File: src/rtl/core/fsp_pkg.sv
// fsp_pkg: shared types and constants of the serial command frame parser
package fsp_pkg;

	localparam int unsigned BYTE_W  = 8;
	localparam int unsigned WORD_W  = 16;
	localparam int unsigned EV_W    = 3;
	localparam int unsigned IDX_W   = 6;
	localparam int unsigned LEN_W   = 6;
	localparam int unsigned CFG_IDX_W = 2;

	localparam logic [EV_W-1:0] EV_START    = 3'd0;
	localparam logic [EV_W-1:0] EV_LAUNCH   = 3'd1;
	localparam logic [EV_W-1:0] EV_DATA     = 3'd2;
	localparam logic [EV_W-1:0] EV_MISMATCH = 3'd3;
	localparam logic [EV_W-1:0] EV_JUMP     = 3'd4;

	localparam logic [WORD_W-1:0] CMD_START  = 16'h5840;
	localparam logic [WORD_W-1:0] CMD_LAUNCH = 16'h5210;
	localparam logic [WORD_W-1:0] CMD_DATA   = 16'h5051;
	localparam logic [WORD_W-1:0] CMD_JUMP   = 16'h2525;

	localparam logic [CFG_IDX_W-1:0] REG_HEADER   = 2'd0;
	localparam logic [CFG_IDX_W-1:0] REG_TAIL     = 2'd1;
	localparam logic [CFG_IDX_W-1:0] REG_NODE     = 2'd2;
	localparam logic [CFG_IDX_W-1:0] REG_EXPECTED = 2'd3;

	localparam logic [BYTE_W-1:0] HEADER_RST   = 8'h55;
	localparam logic [BYTE_W-1:0] TAIL_RST     = 8'hAA;
	localparam logic [BYTE_W-1:0] NODE_RST     = 8'h24;
	localparam logic [WORD_W-1:0] EXPECTED_RST = 16'h0000;

	localparam int unsigned MIN_LEN      = 3;
	localparam int unsigned TRAILER_LEN  = 4;
	localparam int unsigned POS_ADDR     = 2;
	localparam int unsigned POS_CMD_HI   = 3;
	localparam int unsigned POS_CMD_LO   = 4;
	localparam int unsigned POS_NUM_HI   = 5;
	localparam int unsigned POS_NUM_LO   = 6;
	localparam int unsigned POS_PLEN     = 7;
	localparam int unsigned PAYLOAD_BASE = 8;
	localparam int unsigned PAYLOAD_OVH  = 6;

	typedef enum logic [1:0] {
		PH_HUNT = 2'd0,
		PH_LEN  = 2'd1,
		PH_BODY = 2'd2
	} parse_phase_t;

	typedef enum logic [1:0] {
		EM_IDLE   = 2'd0,
		EM_SINGLE = 2'd1,
		EM_READ   = 2'd2,
		EM_LOAD   = 2'd3
	} emit_state_t;

	typedef struct packed {
		logic              start;
		logic [WORD_W-1:0] cmd;
		logic [WORD_W-1:0] num;
		logic [BYTE_W-1:0] plen;
		logic [LEN_W-1:0]  flen;
	} frame_cmd_t;

endpackage

File: src/rtl/core/fsp_frame_mem.sv
// fsp_frame_mem: frame byte store, one write port and one registered read port
module fsp_frame_mem
	import fsp_pkg::*;
#(
	parameter int unsigned DEPTH = 64,
	parameter int unsigned AW    = $clog2(DEPTH)
) (
	input  logic              clk,
	input  logic              we,
	input  logic [AW-1:0]     waddr,
	input  logic [BYTE_W-1:0] wdata,
	input  logic              re,
	input  logic [AW-1:0]     raddr,
	output logic [BYTE_W-1:0] rdata
);

	logic [BYTE_W-1:0] mem [DEPTH];
	logic [BYTE_W-1:0] rdata_q;

	always_ff @(posedge clk) begin
		if (we) begin
			mem[waddr] <= wdata;
		end
	end

	always_ff @(posedge clk) begin
		if (re) begin
			rdata_q <= mem[raddr];
		end
	end

	assign rdata = rdata_q;

endmodule

File: src/rtl/core/fsp_rx_parser.sv
// fsp_rx_parser: header hunt, length check, frame collection and checksum
module fsp_rx_parser
	import fsp_pkg::*;
#(
	parameter int unsigned DEPTH = 64,
	parameter int unsigned AW    = $clog2(DEPTH)
) (
	input  logic              clk,
	input  logic              arst_n,
	input  logic              accept,
	input  logic [BYTE_W-1:0] rx_byte,
	input  logic [BYTE_W-1:0] header_byte,
	input  logic [BYTE_W-1:0] tail_byte,
	input  logic [BYTE_W-1:0] node_address,
	output logic              mem_we,
	output logic [AW-1:0]     mem_waddr,
	output logic [BYTE_W-1:0] mem_wdata,
	output frame_cmd_t        frame_cmd
);

	parse_phase_t      phase_q;
	parse_phase_t      phase_d;
	logic [AW-1:0]     count_q;
	logic [AW-1:0]     len_q;
	logic [BYTE_W-1:0] xor_q;
	logic [BYTE_W-1:0] addr_q;
	logic [WORD_W-1:0] cmd_q;
	logic [WORD_W-1:0] num_q;
	logic [BYTE_W-1:0] plen_q;

	logic len_bad;
	logic at_tail;
	logic in_body;

	assign len_bad = (rx_byte < BYTE_W'(MIN_LEN)) ||
		(({1'b0, rx_byte} + 9'(TRAILER_LEN)) > 9'(DEPTH));
	assign in_body = (phase_q == PH_BODY);
	assign at_tail = (count_q == (len_q + AW'(3)));

	assign mem_we    = accept && in_body && !at_tail;
	assign mem_waddr = count_q;
	assign mem_wdata = rx_byte;

	always_comb begin
		frame_cmd.start = accept && in_body && at_tail && (xor_q == '0) &&
			(rx_byte == tail_byte) && (addr_q == node_address);
		frame_cmd.cmd   = cmd_q;
		frame_cmd.num   = num_q;
		frame_cmd.plen  = plen_q;
		frame_cmd.flen  = LEN_W'(len_q);
	end

	always_ff @(posedge clk or negedge arst_n) begin
		if (!arst_n) begin
			phase_q <= PH_HUNT;
		end else begin
			phase_q <= phase_d;
		end
	end

	always_comb begin
		phase_d = phase_q;
		if (accept) begin
			case (phase_q)
				PH_LEN: begin
					phase_d = len_bad ? PH_HUNT : PH_BODY;
				end
				PH_BODY: begin
					if (at_tail) begin
						phase_d = PH_HUNT;
					end
				end
				default: begin
					phase_d = (rx_byte == header_byte) ? PH_LEN : PH_HUNT;
				end
			endcase
		end
	end

	always_ff @(posedge clk or negedge arst_n) begin
		if (!arst_n) begin
			count_q <= '0;
			len_q   <= '0;
			xor_q   <= '0;
		end else if (accept) begin
			case (phase_q)
				PH_LEN: begin
					if (!len_bad) begin
						len_q   <= AW'(rx_byte);
						xor_q   <= rx_byte;
						count_q <= AW'(2);
					end
				end
				PH_BODY: begin
					if (at_tail) begin
						count_q <= '0;
					end else begin
						xor_q   <= xor_q ^ rx_byte;
						count_q <= count_q + AW'(1);
					end
				end
				default: begin
					if (rx_byte == header_byte) begin
						count_q <= AW'(1);
						xor_q   <= '0;
					end
				end
			endcase
		end
	end

	// header fields of the current frame, zero past the body
	always_ff @(posedge clk) begin
		if (accept && (phase_q == PH_LEN) && !len_bad) begin
			addr_q <= '0;
			cmd_q  <= '0;
			num_q  <= '0;
			plen_q <= '0;
		end else if (mem_we && (count_q <= (len_q + AW'(1)))) begin
			case (count_q)
				AW'(POS_ADDR):   addr_q       <= rx_byte;
				AW'(POS_CMD_HI): cmd_q[15:8]  <= rx_byte;
				AW'(POS_CMD_LO): cmd_q[7:0]   <= rx_byte;
				AW'(POS_NUM_HI): num_q[15:8]  <= rx_byte;
				AW'(POS_NUM_LO): num_q[7:0]   <= rx_byte;
				AW'(POS_PLEN):   plen_q       <= rx_byte;
				default: ;
			endcase
		end
	end

endmodule

File: src/rtl/core/fsp_emitter.sv
// fsp_emitter: command decode, payload read-out and output register
module fsp_emitter
	import fsp_pkg::*;
#(
	parameter int unsigned DEPTH = 64,
	parameter int unsigned AW    = $clog2(DEPTH)
) (
	input  logic              clk,
	input  logic              arst_n,
	input  frame_cmd_t        frame_cmd,
	input  logic [WORD_W-1:0] expected_packet,
	output logic              busy,
	output logic              mem_re,
	output logic [AW-1:0]     mem_raddr,
	input  logic [BYTE_W-1:0] mem_rdata,
	output logic              out_valid,
	input  logic              out_stall,
	output logic [EV_W-1:0]   event_res,
	output logic [WORD_W-1:0] value,
	output logic [BYTE_W-1:0] data_byte,
	output logic              data_valid,
	output logic [IDX_W-1:0]  byte_index,
	output logic              last
);

	emit_state_t       state_q;
	emit_state_t       state_d;
	logic [EV_W-1:0]   ev_q;
	logic [WORD_W-1:0] val_q;
	logic [IDX_W-1:0]  cnt_q;
	logic [IDX_W-1:0]  k_q;

	logic              out_valid_q;
	logic [EV_W-1:0]   out_ev_q;
	logic [WORD_W-1:0] out_val_q;
	logic [BYTE_W-1:0] out_data_q;
	logic              out_dv_q;
	logic [IDX_W-1:0]  out_idx_q;
	logic              out_last_q;

	logic slot_free;
	logic load_single;
	logic load_data;
	logic final_byte;
	logic num_bad;
	logic plen_bad;
	logic cmd_known;

	assign slot_free  = !out_valid_q || !out_stall;
	assign final_byte = ((k_q + IDX_W'(1)) == cnt_q);
	assign num_bad    = (frame_cmd.num != expected_packet);
	assign plen_bad   = (({1'b0, frame_cmd.plen} + 9'(PAYLOAD_OVH)) > 9'(frame_cmd.flen));
	assign cmd_known  = (frame_cmd.cmd == CMD_START) || (frame_cmd.cmd == CMD_LAUNCH) ||
		(frame_cmd.cmd == CMD_DATA) || (frame_cmd.cmd == CMD_JUMP);

	always_ff @(posedge clk or negedge arst_n) begin
		if (!arst_n) begin
			state_q <= EM_IDLE;
		end else begin
			state_q <= state_d;
		end
	end

	always_comb begin
		state_d     = state_q;
		mem_re      = 1'b0;
		load_single = 1'b0;
		load_data   = 1'b0;
		case (state_q)
			EM_IDLE: begin
				if (frame_cmd.start && cmd_known) begin
					if ((frame_cmd.cmd == CMD_DATA) && !num_bad && !plen_bad &&
						(frame_cmd.plen != '0)) begin
						state_d = EM_READ;
					end else begin
						state_d = EM_SINGLE;
					end
				end
			end
			EM_SINGLE: begin
				if (slot_free) begin
					load_single = 1'b1;
					state_d     = EM_IDLE;
				end
			end
			EM_READ: begin
				mem_re  = 1'b1;
				state_d = EM_LOAD;
			end
			EM_LOAD: begin
				if (slot_free) begin
					load_data = 1'b1;
					state_d   = final_byte ? EM_IDLE : EM_READ;
				end
			end
			default: state_d = EM_IDLE;
		endcase
	end

	assign busy      = (state_q != EM_IDLE);
	assign mem_raddr = AW'(PAYLOAD_BASE) + AW'(k_q);

	// result kind latched at frame end
	always_ff @(posedge clk) begin
		if ((state_q == EM_IDLE) && frame_cmd.start) begin
			k_q   <= '0;
			cnt_q <= IDX_W'(frame_cmd.plen);
			case (frame_cmd.cmd)
				CMD_START: begin
					ev_q  <= EV_START;
					val_q <= frame_cmd.num;
				end
				CMD_LAUNCH: begin
					ev_q  <= EV_LAUNCH;
					val_q <= '0;
				end
				CMD_DATA: begin
					ev_q  <= (num_bad || plen_bad) ? EV_MISMATCH : EV_DATA;
					val_q <= frame_cmd.num;
				end
				default: begin
					ev_q  <= EV_JUMP;
					val_q <= '0;
				end
			endcase
		end else if (load_data) begin
			k_q <= k_q + IDX_W'(1);
		end
	end

	always_ff @(posedge clk or negedge arst_n) begin
		if (!arst_n) begin
			out_valid_q <= 1'b0;
		end else if (load_single || load_data) begin
			out_valid_q <= 1'b1;
		end else if (!out_stall) begin
			out_valid_q <= 1'b0;
		end
	end

	always_ff @(posedge clk) begin
		if (load_single) begin
			out_ev_q   <= ev_q;
			out_val_q  <= val_q;
			out_data_q <= '0;
			out_dv_q   <= 1'b0;
			out_idx_q  <= '0;
			out_last_q <= 1'b1;
		end else if (load_data) begin
			out_ev_q   <= EV_DATA;
			out_val_q  <= val_q;
			out_data_q <= mem_rdata;
			out_dv_q   <= 1'b1;
			out_idx_q  <= k_q;
			out_last_q <= final_byte;
		end
	end

	assign out_valid  = out_valid_q;
	assign event_res  = out_ev_q;
	assign value      = out_val_q;
	assign data_byte  = out_data_q;
	assign data_valid = out_dv_q;
	assign byte_index = out_idx_q;
	assign last       = out_last_q;

endmodule

File: src/rtl/core/serial_command_frame_parser_core.sv
// serial_command_frame_parser_core: top level of the serial command frame parser
//
//   channel  dir  handshake           payload
//   in       in   in_valid/in_stall   rx_byte
//   out      out  out_valid/out_stall event_res value data_byte data_valid byte_index last
//   cfg      in   cfg_we              cfg_index cfg_data
//
// one received byte is taken per cycle while a frame is being collected
// at frame end of a known command the input stalls while a single result, or
// the P payload bytes of a data packet read in turn via the store's one read port,
// are loaded, and longer while a held result blocks the output register
// the output register lets the parser keep taking bytes while a result waits
// reset clears parse state, emitter state, out_valid and the config registers; the frame store is not cleared
module serial_command_frame_parser_core
	import fsp_pkg::*;
#(
	parameter int unsigned FRAME_DEPTH = 64
) (
	input  logic                 clk,
	input  logic                 arst_n,
	input  logic                 in_valid,
	output logic                 in_stall,
	input  logic [BYTE_W-1:0]    rx_byte,
	output logic                 out_valid,
	input  logic                 out_stall,
	output logic [EV_W-1:0]      event_res,
	output logic [WORD_W-1:0]    value,
	output logic [BYTE_W-1:0]    data_byte,
	output logic                 data_valid,
	output logic [IDX_W-1:0]     byte_index,
	output logic                 last,
	input  logic                 cfg_we,
	input  logic [CFG_IDX_W-1:0] cfg_index,
	input  logic [WORD_W-1:0]    cfg_data
);

	localparam int unsigned AW = $clog2(FRAME_DEPTH);

	logic [BYTE_W-1:0] header_q;
	logic [BYTE_W-1:0] tail_q;
	logic [BYTE_W-1:0] node_q;
	logic [WORD_W-1:0] expected_q;

	logic              in_accept;
	logic              busy;
	frame_cmd_t        frame_cmd;
	logic              mem_we;
	logic [AW-1:0]     mem_waddr;
	logic [BYTE_W-1:0] mem_wdata;
	logic              mem_re;
	logic [AW-1:0]     mem_raddr;
	logic [BYTE_W-1:0] mem_rdata;

	always_ff @(posedge clk or negedge arst_n) begin
		if (!arst_n) begin
			header_q   <= HEADER_RST;
			tail_q     <= TAIL_RST;
			node_q     <= NODE_RST;
			expected_q <= EXPECTED_RST;
		end else if (cfg_we) begin
			case (cfg_index)
				REG_HEADER:   header_q   <= cfg_data[BYTE_W-1:0];
				REG_TAIL:     tail_q     <= cfg_data[BYTE_W-1:0];
				REG_NODE:     node_q     <= cfg_data[BYTE_W-1:0];
				REG_EXPECTED: expected_q <= cfg_data;
				default: ;
			endcase
		end
	end

	assign in_stall  = busy;
	assign in_accept = in_valid && !in_stall;

	fsp_rx_parser #(
		.DEPTH (FRAME_DEPTH),
		.AW    (AW)
	) u_parser (
		.clk          (clk),
		.arst_n       (arst_n),
		.accept       (in_accept),
		.rx_byte      (rx_byte),
		.header_byte  (header_q),
		.tail_byte    (tail_q),
		.node_address (node_q),
		.mem_we       (mem_we),
		.mem_waddr    (mem_waddr),
		.mem_wdata    (mem_wdata),
		.frame_cmd    (frame_cmd)
	);

	fsp_frame_mem #(
		.DEPTH (FRAME_DEPTH),
		.AW    (AW)
	) u_mem (
		.clk   (clk),
		.we    (mem_we),
		.waddr (mem_waddr),
		.wdata (mem_wdata),
		.re    (mem_re),
		.raddr (mem_raddr),
		.rdata (mem_rdata)
	);

	fsp_emitter #(
		.DEPTH (FRAME_DEPTH),
		.AW    (AW)
	) u_emitter (
		.clk             (clk),
		.arst_n          (arst_n),
		.frame_cmd       (frame_cmd),
		.expected_packet (expected_q),
		.busy            (busy),
		.mem_re          (mem_re),
		.mem_raddr       (mem_raddr),
		.mem_rdata       (mem_rdata),
		.out_valid       (out_valid),
		.out_stall       (out_stall),
		.event_res       (event_res),
		.value           (value),
		.data_byte       (data_byte),
		.data_valid      (data_valid),
		.byte_index      (byte_index),
		.last            (last)
	);

endmodule

File: config.mk
export PLATFORM = sky130hd
export DESIGN_NAME = serial_command_frame_parser_core
export DESIGN_NICKNAME = d
export VERILOG_FILES = /design/src/rtl/core/fsp_pkg.sv /design/src/rtl/core/fsp_frame_mem.sv /design/src/rtl/core/fsp_rx_parser.sv /design/src/rtl/core/fsp_emitter.sv /design/src/rtl/core/serial_command_frame_parser_core.sv
export SDC_FILE = /design/constraint.sdc
export NUM_CORES = 1
export LEC_CHECK = 0
export ABC_AREA = 1
export BUFFER_PORTS_ARGS = -buffer_cell sky130_fd_sc_hd__buf_2
export CORE_MARGIN = 2
export CORE_UTILIZATION = 35
export DETAILED_ROUTE_END_ITERATION = 7
export GPL_ROUTABILITY_DRIVEN = 0
export HOLD_SLACK_MARGIN = 0.08
export PLACE_DENSITY_LB_ADDON = 0.2
export REMOVE_ABC_BUFFERS = 1
export SYNTH_ARGS = -nofsm -noshare
export SYNTH_HDL_FRONTEND = slang
export SYNTH_SLANG_ARGS = --single-unit
export TNS_END_PERCENT = 5
File: constraint.sdc
create_clock -name clk -period 4.4 [get_ports clk]
set_clock_uncertainty 0.1 [all_clocks]
set_input_delay 0.88 -clock clk [delete_from_list [all_inputs] [get_ports clk]]
set_output_delay 0.88 -clock clk [all_outputs]
set_load 0.01 [all_outputs]
==> flow_metrics.tcl <==
set metrics [dict create \
    critPathLaunch "u_emitter.state_q[1]$_DFFE_PN0P_" \
    placementRows 106 \
    holdBufCountCts 0 \
    post_cts_resized 0 \
    yosys_warnings 0 \
    h-tree-depth 3 \
    crit_family "simple AND/OR/NAND/NOR gates" \
    syn-cell-area_um2 29680 \
    antenna_cells 0 \
    startpoint_type "flip-flop" \
    drc 0 \
    cp_num_cells 9 \
    path_class "reg2reg" \
    avgViaCountPerCell 5.141 \
    vias 20781 \
    dr.pass1.iters 6 \
    cts_root_buf "clkbuf_16" \
    finalWorstPathRequiredPeriod_ps 3808 \
    overflow 0 \
    yosysTopAreaCellShare 0.5706 \
    drive_above_1_share 0.09801 \
    synth_edf_count 564 \
    p_per_area_nw_per_um2 426.7 \
    synth_cells 2804 \
    postSynth.asyncResetShare 0.09299 \
    yosys.area_share.simple 0.1672 \
    path_cells "nor2_1 > nand2_1 > nor2_1 > inv_2 > nor2_8 > inv_2 > nor2_2 > nand2_1 > nor2_1" \
    r2r_end "u_mem.mem[53][6]$_DFFE_PP_" \
    first_global_vias 20575 \
    fmax_ghz 0.2626 \
    fin_tns_setup_ps 0 \
    clk_pin_slew_ps 60 \
    max_stage_delay_ps 780 \
    synth_seq_cells 699 \
    leakage_nw 12.27 \
    ir_drop_uv 225.7 \
    post-route-period-util 0.8655 \
    tightest_slew_ps 1181 \
    wl_mm 84.12 \
    timing.critical_path.fanout_max 11 \
    layout.nets 2902 \
    synth_compound_area_frac 0.09366 \
    hpwl_mm 53.13 \
    dp_cells 3903 \
    initial_utilization 0.3541 \
    rsz0062_at_grt "no" \
    cts_tree "done" \
    cp_slowest_cell "nor2_1" \
    port_buffers 67 \
    final_cells 4042 \
    gr-usage-all-layers 0.1921 \
    dieArea_um2 87150 \
    synth_mux_area_frac 0.002656 \
    synth_area_per_cell_um2 10.59 \
    synthFlopType "edfxtp_1" \
    synthTopCellsByArea "edfxtp_1 57%, nand2_1 7.1%, o21ai_0 5.7%" \
    crit_end "u_mem.mem[53][6]$_DFFE_PP_" \
    core-area_um2 83820 \
    die_height_um 295.2 \
    status "finished clean" \
    finalHoldViolCount 0 \
    synth_top_family_by_area "simple AND/OR/NAND/NOR gates" \
    cts.sinks 699 \
    cts_buffer_depth 3 \
    clock_latency_ps 620 \
    die_x_um 295.2 \
    antenna_found_initial 5 \
    synthAdderAreaFrac 0.009695 \
    crit_path_end_kind "flip-flop" \
    post_cts_buffers 0 \
    synthToLayoutAreaGrowth_pct 13.40 \
    synth_largest_area_cell "edfxtp_1" \
    r2r_slack_ps 590 \
    critical-path-top-cell-by-count "nor2_1" \
    wl_per_cell_um 20.81 \
    timing.max_slew.rel_slack 0.2101 \
    fillers 8122 \
    synthDistinctLibCells 40 \
    detail-route-antenna-nets 0 \
    grt_max_degree 262 \
    cts_buffers 77 \
    arrival_ps 3940 \
    setup_violations 0 \
    hp-class "in2async" \
    crit_required_ps 4530 \
    grt_pass1_wl_mm 126.6 \
    timing.rr.start "u_emitter.state_q[1]$_DFFE_PN0P_" \
    synth_xor_area_frac 0.01062 \
    io_pins 68 \
    yosysSeqAreaShare 0.6730 \
    cap_violations 0 \
    first_iter_violations 2490 \
    reg2reg_depth 9 \
    slew_violations 0 \
    worstPathBufferInverterCount 2 \
]
[metal layers]
layer  track usage  vias to the layer above  part of all wire
li1              -                     9802                 -
met1        0.2685                    10138              0.45
met2        0.3079                      714              0.46
met3       0.02706                      127             0.060
met4       0.06389                        0             0.026
met5             0                        -                 0
[state kept, by name, indices dropped and copies added, names as in the netlist, 16 cells and up]
| name | count |
|---|---|
| u_emitter.val_q | 16 |
| expected_q | 16 |
| u_emitter.value | 16 |
| u_parser.num_q | 16 |
| u_parser.cmd_q | 16 |
| u_mem.mem | 512 |
[through the flow]
stage | utilization | total power, mW | worst slack, ps | hold WS, ps | area [um^2]
2_1_floorplan | - | 7.816 | -6163 | 300.3 | 29000
3_3_place_gp | 0.3719 | 8.118 | 728.9 | 304.4 | 31170
3_5_place_dp | 0.3719 | 8.128 | 628.2 | 304.5 | 31170
4_1_cts | 0.4016 | 14.47 | 667.7 | 166.0 | 33660
5_1_grt | 0.4016 | 14.82 | 379.5 | 212.4 | 33660
6_report | 0.4016 | 14.36 | 592.0 | 177.1 | 33660
[cell usage in the layout (no fill, tap or decap), drive strengths merged, types with 3 or more instances in the layout]
master,n
a21oi,40
buf,116
bufinv,6
clkbuf,103
clkinv,29
clkinvlp,3
dfrtp,55
dfstp,10
dfxtp,70
edfxtp,564
ha,23
inv,158
mux2,7
nand2,571
nand3,102
nand4,63
nor2,447
nor3,14
o21ai,337
o22ai,138
or2,10
xnor2,19
xor2,17
[worst min path at each step]
| stage | from | to | slack (ps) | cells past startpoint |
|---|---|---|---|---|
| global placement | u_emitter.val_q[2]$_SDFFCE_PN0P_ | u_emitter.value[2]$_DFFE_PP_ | 300 | 0 |
| floorplan | u_emitter.val_q[0]$_SDFFCE_PN0P_ | u_emitter.value[0]$_DFFE_PP_ | 300 | 0 |
| detailed placement | u_emitter.val_q[2]$_SDFFCE_PN0P_ | u_emitter.value[2]$_DFFE_PP_ | 300 | 0 |
| finish | arst_n | expected_q[4]$_DFFE_PN0P_ | 180 | 1 |
| CTS | arst_n | expected_q[12]$_DFFE_PN0P_ | 170 | 1 |
| global route | arst_n | expected_q[10]$_DFFE_PN0P_ | 210 | 1 |
[power breakdown]
group | total, mW | switching, mW | internal, mW
clock network | 6.38 | 2.63 | 3.75
logic | 0.650 | 0.458 | 0.192
registers | 7.34 | 0.0899 | 7.25
[cell usage after synthesis (all sizes together) (7+ instances only)]
cell,number
dfxtp,70
xor2,17
inv,157
clkbuf,74
nor2,447
dfrtp,55
nand4,63
dfstp,10
ha,23
xnor2,19
edfxtp,564
nand2,571
a21oi,40
o21ai,337
nor3,14
buf,77
nand3,102
or2,10
o22ai,138
mux2,7
[area by class of cell]
cell class / instances / area [um^2] / area share
clock buffer: 103 / 2118 / 0.06293
sequential: 699 / 19990 / 0.5937
tap: 1134 / 1419 / 0.04215
clock inverter: 36 / 371.6 / 0.01104
timing repair buffer: 116 / 728.2 / 0.02163
multi-input combinational: 1794 / 8431 / 0.2505
inverter: 160 / 606.8 / 0.01803
[worst reg2reg max path, delay by kind of cell, from the launching register on]
kind	cells	cell delay, ps
buffers and inverters	2	200
flip-flops	1	430
AND/OR/NAND/NOR	7	2700
[cells by family after synthesis]
| logic type | Yosys count |
|---|---|
| buffers and inverters | 311 |
| AO/OA/AOI/OAI | 519 |
| adder cells (fa/ha/maj) | 23 |
| AND/OR/NAND/NOR | 1209 |
| flip-flops | 699 |
| multiplexers | 7 |
| XOR/XNOR | 36 |
Power figures use the tool's default switching activity.
